==> src/sv/waypoint_steering_follower_defines.svh <==
// assertion macros for the waypoint steering follower
// no dependencies; included by the top level only
`ifndef WAYPOINT_STEERING_FOLLOWER_DEFINES_SVH
`define WAYPOINT_STEERING_FOLLOWER_DEFINES_SVH

// same-cycle implication, disabled while reset is low
`define WSF_ASSERT_IMPL(label, clk, rst_n, ante, cons) \
    label: assert property (@(posedge clk) disable iff (!rst_n) (ante) |-> (cons)) \
        else $error("wsf assertion failed");

// next-cycle implication, disabled while reset is low
`define WSF_ASSERT_NEXT(label, clk, rst_n, ante, cons) \
    label: assert property (@(posedge clk) disable iff (!rst_n) (ante) |=> (cons)) \
        else $error("wsf assertion failed");

`endif

==> src/sv/wsf_mul.sv <==
// bit-serial shift-add multiplier, one multiplier bit per cycle
// no dependencies
module wsf_mul #(
    parameter int WA = 82,
    parameter int WB = 164
) (
    input  logic             i_clk,
    input  logic             i_rst_n,
    input  logic             i_start,
    input  logic [WA-1:0]    i_a,
    input  logic [WB-1:0]    i_b,
    output logic [WA+WB-1:0] o_p,
    output logic             o_done
);
    localparam int WP   = WA + WB;
    localparam int CNTW = $clog2(WB + 1);

    logic [WP-1:0]   r_p;
    logic [WA-1:0]   r_a;
    logic [CNTW-1:0] r_cnt;
    logic            r_run;
    logic            r_done;
    logic [WA:0]     s;

    // upper WA bits plus multiplicand when the low bit is set
    assign s = {1'b0, r_p[WP-1:WB]} + (r_p[0] ? {1'b0, r_a} : {(WA+1){1'b0}});

    always_ff @(posedge i_clk) begin
        if (!i_rst_n) begin
            r_run  <= 1'b0;
            r_done <= 1'b0;
        end else if (i_start) begin
            r_run  <= 1'b1;
            r_done <= 1'b0;
        end else if (r_run) begin
            if (r_cnt == CNTW'(1)) begin
                r_run  <= 1'b0;
                r_done <= 1'b1;
            end
        end else begin
            r_done <= 1'b0;
        end
    end

    always_ff @(posedge i_clk) begin
        if (i_start) begin
            r_p   <= {{WA{1'b0}}, i_b};
            r_a   <= i_a;
            r_cnt <= CNTW'(WB);
        end else if (r_run) begin
            r_p   <= {s, r_p[WB-1:1]};
            r_cnt <= r_cnt - 1'b1;
        end
    end

    assign o_p    = r_p;
    assign o_done = r_done;

endmodule

==> config.mk <==
export PLATFORM = sky130hd
export DESIGN_NAME = wsf_mul
export DESIGN_NICKNAME = d
export VERILOG_FILES = /design/src/sv/waypoint_steering_follower_defines.svh /design/src/sv/wsf_mul.sv
export SDC_FILE = /design/constraint.sdc
export NUM_CORES = 1
export LEC_CHECK = 0
export ABC_AREA = 1
export BUFFER_PORTS_ARGS = -buffer_cell sky130_fd_sc_hd__buf_2
export CORE_MARGIN = 2
export CORE_UTILIZATION = 50
export DETAILED_ROUTE_END_ITERATION = 8
export MAX_ROUTING_LAYER = met4
export PLACE_DENSITY = 0.8
export SLEW_MARGIN = 0
export SYNTH_ARGS = -nofsm -noshare
export SYNTH_HDL_FRONTEND = slang
export SYNTH_SLANG_ARGS = --single-unit
==> constraint.sdc <==
create_clock -name i_clk -period 4.3 [get_ports i_clk]
set_input_delay 0.645 -clock i_clk [delete_from_list [all_inputs] [get_ports i_clk]]
set_output_delay 0.645 -clock i_clk [all_outputs]
set_load 0.05 [all_outputs]
==> impl_metrics.ini, run 1 <==
[min_path]
min_path_cells = 1
hp-class = input pin to flop
hold_path_startpoint = i_a[75]
whs_endpoint = r_a[75]$_DFFE_PP_

[clock_tree]
path_clk_slew_ns = 0.07
clk_path_buf_depth = 3
cts_resized = 0
clkSinkCount = 338
cts.htree.levels = 2
hold_buffers = 0
numCtsBuffers = 39
cts_tree = yes
insertion_delay_ns = 0.58
postCtsSetupRepairBufs = 0
root_buffer = clkbuf_16

[final_layout]
drive_above_1_share_pct = 19.6
mostFrequentLayoutCell = nand2_1
finalInstanceArea_um2 = 25000
syn2layout_area_growth_pct = 21.0
post-route-util_pct = 61.3
nNetsFinal = 3737
final_cell_mix = nand2_1, buf_2, inv_1

[synth]
synth_warnings = 0
synth-seq-area-share_pct = 44.6
syn_area_per_cell_um2 = 7.09
synth_edf_count = 246
synth_nets = 3251
synth-main-ff-cell = edfxtp_1
ys_ff_latch = 338
synthArstFlopShare_pct = 0
synth_area_um2 = 20700
ys_types = 40
netlist_instances = 2917

[power]
finalPower_w = 0.00961
p_per_area_nw_per_um2 = 384
irDropWorstVdd_v = 0.000326
p_leak_nw = 13.7

[place]
dpl_cell_area_um2 = 23800
place_congestion = 1.06
hpwlAfterDp_um = 56600
io_buffer_count = 495

[sta]
holdWs_ns = 0.244
fin_setup_tns_ns = 0
max-slew-margin-rel_pct = 29.4
worst_pin_slew_ns = 1.06
rsz0062_at_grt = no
finalHoldViolations = 0
clock.fmax_mhz = 312
drv_slew = 0
setup_viol = 0
period_share_pct = 74.6
fin_skew_ns = 0.0284
final.min_clock_period_ns = 3.21

[detailed_routing]
drt-total-wl_um = 71500
vias = 20035
dr.pass1.iters = 6
drtIter0Drc = 1930
route.detailed.drc = 0
viasPerCell = 5.04
ant_nets = 0
routedWlPerCell_um = 18.0

[setup_path]
cp-start-kind = flop
r2r_slack_ns = 1.09
reg2reg_from = o_p[0]$_DFFE_PP_
arrival_ns = 3.69
timing.rr.end = o_p[233]$_SDFFE_PP0P_
crit_fanout = 30
crit_type = flop to flop
rr_worst_depth = 20
critPathCaptureType = flop
required_ns = 4.78

[floorplanning]
dieArea_um2 = 43000
fp.dieH_um = 207
die_width_um = 207
core-area_um2 = 40800
num_rows = 74
io_pins = 496
start_util_pct = 50.7

[grt]
grt_max_degree = 107
grt_pass1_wl_um = 107000
antenna_found_initial = 14
grt_pass1_vias = 18935
grt_overflow_total = 0
track_usage_pct = 33.4

[flow_run]
drv_cap = 0

[run_status]
outcome = finished clean
[metrics by stage]
step | instances | worst slack (ns)
after detailed placement | 3894 | 1.20
after global placement | 3894 | 1.23
final | 3979 | 1.09
after CTS | 3964 | 1.18
after global routing | 3977 | 0.953
after floorplan | 2917 | 0.113
[how the worst max path moves through the flow]
stage | from | end | cells past startpoint
after floorplan | i_start | o_p[0]$_DFFE_PP_ | 3
after global placement | o_p[0]$_DFFE_PP_ | o_p[233]$_SDFFE_PP0P_ | 20
after detailed placement | o_p[0]$_DFFE_PP_ | o_p[233]$_SDFFE_PP0P_ | 20
after CTS | o_p[0]$_DFFE_PP_ | o_p[233]$_SDFFE_PP0P_ | 20
after global routing | o_p[0]$_DFFE_PP_ | o_p[233]$_SDFFE_PP0P_ | 20
final | o_p[0]$_DFFE_PP_ | o_p[233]$_SDFFE_PP0P_ | 20
[report_power, final]
part / internal, W / switching (W) / leakage (nW) / total, W
Combinational: 0.000574 / 0.00172 / 9.86 / 0.00229
Clock: 0.00189 / 0.00141 / 0.592 / 0.00331
Sequential: 0.00384 / 0.000179 / 3.24 / 0.00402
[critical path, stage by stage, from the launching register on]
cell and delay, ns:
edfxtp_1 0.39, buf_4 0.36, nand2_1 0.09, inv_1 0.08, ha_1 0.18, inv_1 0.06, fa_1 0.40, inv_1 0.11
nand3_1 0.08, nand2_2 0.15, nand2_1 0.07, nand2_1 0.12, nand2_1 0.09, nand3_2 0.15, nand2_1 0.09, nand2_2 0.15
nand2_1 0.15, nand2_1 0.15, nand2_1 0.10, nand3_1 0.08, nand2_1 0.06
[final cells by class]
class                   instances  area [um^2]
inverters                     473         1780
flip-flops and latches        338         9230
fillers                      3858        15800
repair buffers                508         2640
clock inverters                13          146
well taps                     532          666
multi-input cells            2043         9450
clock buffers                  57         1090
diodes                         15         37.5
[synth_stat cells (5+ instances only)]
cell type | number | area share [%]
nand3_2 | 12 | 0.58
nor2_1 | 159 | 2.9
edfxtp_1 | 246 | 36
o21ai_1 | 14 | 0.34
nand3_1 | 96 | 2.3
nor3_1 | 13 | 0.31
dfxtp_1 | 92 | 8.9
nand2_1 | 1354 | 25
a21oi_1 | 92 | 2.2
inv_1 | 458 | 8.3
inv_2 | 15 | 0.27
o21bai_1 | 13 | 0.47
o21ai_0 | 61 | 1.5
clkbuf_1 | 53 | 0.96
xnor2_1 | 36 | 1.5
ha_1 | 84 | 5.1
buf_2 | 6 | 0.15
nor4_1 | 6 | 0.18
nand2_2 | 30 | 0.91
nor2_4 | 10 | 0.54
xor2_1 | 5 | 0.21
nor2_2 | 30 | 0.91
[sequential cells by signal, indices dropped and copies added (netlist names)]
name / flops
r_run: 1
r_a: 82
o_p: 246
r_cnt: 8
o_done: 1
[logic make-up after synthesis]
| group | Yosys count | synth area share, % |
|---|---|---|
| compound gates | 190 | 4.87 |
| xor+xnor | 41 | 1.74 |
| fa+ha+maj | 85 | 5.18 |
| buf+inv | 536 | 9.76 |
| flops | 338 | 44.6 |
| simple gates | 1727 | 33.8 |
[layer usage]
layer / part of all wire [%] / track usage [%]
met4: 5.5 / 15.7
met5: 0 / -
met2: 45 / 52.4
met1: 41 / 41.5
met3: 8.7 / 6.81
No activity file was read; power rests on OpenSTA's default activity.
==> run 2, diff against run 1 <==
--- a/config.mk
+++ b/config.mk
@@ -8,10 +8,10 @@
 export ABC_AREA = 1
 export BUFFER_PORTS_ARGS = -buffer_cell sky130_fd_sc_hd__buf_2
 export CORE_MARGIN = 2
-export CORE_UTILIZATION = 50
+export CORE_UTILIZATION = 54
 export DETAILED_ROUTE_END_ITERATION = 8
 export MAX_ROUTING_LAYER = met4
-export PLACE_DENSITY = 0.8
+export PLACE_DENSITY = 0.82
 export SLEW_MARGIN = 0
 export SYNTH_ARGS = -nofsm -noshare
 export SYNTH_HDL_FRONTEND = slang
==> constraint.sdc (replaced) <==
create_clock -name i_clk -period 3.23 [get_ports i_clk]
set_input_delay 0.4845 -clock i_clk [delete_from_list [all_inputs] [get_ports i_clk]]
set_output_delay 0.4845 -clock i_clk [all_outputs]
set_load 0.05 [all_outputs]
==> impl_metrics.ini, run 2 (synthesis gave the netlist of run 1 again) <==
[run_status]
outcome = finished clean

[clock_tree]
cts_resized = 0
root_buffer = clkbuf_16
clk_path_buf_depth = 3
cts.htree.levels = 2
path_clk_slew_ns = 0.06
postCtsSetupRepairBufs = 0
numCtsBuffers = 38
clkSinkCount = 338
insertion_delay_ns = 0.57
hold_buffers = 0
cts_tree = yes

[setup_path]
slowest_delay_ns = 0.46
crit_fanout = 31
crit_top_cell = nand2_1
crit_chain = buf_12, buf_4, nand2_1, inv_1, ha_1, nand2_2, inv_1, nand2_1, nand2_1, a21oi_1, nand3_1, nand2_1, nand3b_1, nand3_1, nand2_1
rr_worst_depth = 15
required_ns = 3.69
cp-start-kind = flop
critical-path-top-delay-family = simple AND/OR/NAND/NOR gates
cp_num_buf_inv = 4
arrival_ns = 3.44
path_depth = 15
crit_type = flop to flop
cpMaxStageDelayCell = edfxtp_1
critPathCaptureType = flop

[power]
irDropWorstVdd_v = 0.000458
switching_power_w = 0.00445
p_clk_share_pct = 34.4
power_frac_seq_pct = 41.5
p_comb_share_pct = 24.1
swShare_pct = 34.4
p_leak_nw = 13.8
finalPower_w = 0.0129
p_per_area_nw_per_um2 = 513
power.internal_w = 0.00849

[floorplanning]
fp.dieH_um = 200
dieArea_um2 = 39900
io_pins = 496
core-area_um2 = 37700
start_util_pct = 54.9
die_width_um = 200
num_rows = 71

[grt]
grt_max_degree = 131
grt_pass1_wl_um = 110000
antenna_found_initial = 4
grt_overflow_total = 0
track_usage_pct = 38.3
grt_pass1_vias = 19131

[sta]
rsz0062_at_grt = no
clock.fmax_mhz = 335
setup_viol = 0
max-slew-margin-rel_pct = 33.1
fin_setup_tns_ns = 0
final.min_clock_period_ns = 2.98
period_share_pct = 92.3
worst_pin_slew_ns = 1.00
fin_skew_ns = 0.0129
drv_slew = 0
finalHoldViolations = 0

[place]
place_congestion = 1.08
io_buffer_count = 495
dpl_cell_area_um2 = 23900
hpwlAfterDp_um = 60000

[detailed_routing]
ant_nets = 0
routedWlPerCell_um = 18.9
route.met2.wl_um = 32800
route.detailed.drc = 0
drt-total-wl_um = 75000
wl_met1_um = 30200
dr.pass1.iters = 8
met3WireLength_um = 8220
vias = 20636
viasPerCell = 5.20
drtIter0Drc = 2051
highest_layer = met4

[final_layout]
final_cell_mix = nand2_1, buf_2, inv_1
drive_above_1_share_pct = 20.0
mostFrequentLayoutCell = nand2_1
syn2layout_area_growth_pct = 21.8
largest_reg_flops = 246
nNetsFinal = 3758
finalInstanceArea_um2 = 25200
fillers = 3381

[flow_run]
drv_cap = 0

[min_path]
min_path_cells = 1
hp-class = input pin to flop
run 2: changes by cell type in the layout (fill, tap and decap cells not counted), moves of 2 or more:
cell	change
buf_12	+3
clkinv_1	+5
clkbuf_1	-6
bufinv_16	+2
buf_4	+19
diode_2	-9
run 2: per-stage QoR:
step	worst slack, ns	hold slack, ns	instances	util, %
2_1_floorplan	-0.435	0.456	2917	-
3_3_place_gp	0.350	0.462	3895	63.5
3_5_place_dp	0.289	0.467	3895	63.5
4_1_cts	0.287	0.0671	3963	66.9
5_1_grt	0.0500	0.0790	3968	66.9
6_report	0.249	0.0896	3969	66.9
run 2: area by class of cell:
cell class	count	area (um^2)	area share, %
Sequential cell	338	9230	36.6
Tap cell	511	639	2.54
Inverter	473	1780	7.07
Antenna cell	6	15.0	0.0596
Multi-Input combinational cell	2043	9450	37.5
Timing Repair Buffer	530	2840	11.3
Clock inverter	19	221	0.879
Clock buffer	49	1030	4.10
run 2: final timing paths:
| kind | start | end | slack [ns] |
|---|---|---|---|
| worst max-delay path | o_p[0]$_DFFE_PP_ | o_p[223]$_SDFFE_PP0P_ | 0.25 |
| worst min-delay path | i_a[10] | r_a[10]$_DFFE_PP_ | 0.09 |
| worst max register to register | o_p[0]$_DFFE_PP_ | o_p[223]$_SDFFE_PP0P_ | 0.25 |
| worst min register to register | o_p[232]$_SDFFE_PP0P_ | o_p[232]$_SDFFE_PP0P_ | 0.48 |
run 2: power groups by stage:
stage               combinational, W  sequential [W]  clock (W)
floorplan                    0.00108         0.00640          0
global placement             0.00305         0.00544          0
detailed placement           0.00307         0.00545          0
CTS                          0.00309         0.00536    0.00448
global route                 0.00332         0.00541    0.00465
finish                       0.00312         0.00537    0.00445
run 2: routing by layer:
layer  GRT usage [%]  up-vias
met4            17.1        0
met5               -        -
met2            57.2     1152
li1                -    10021
met1            50.3     9267
met3            8.10      196
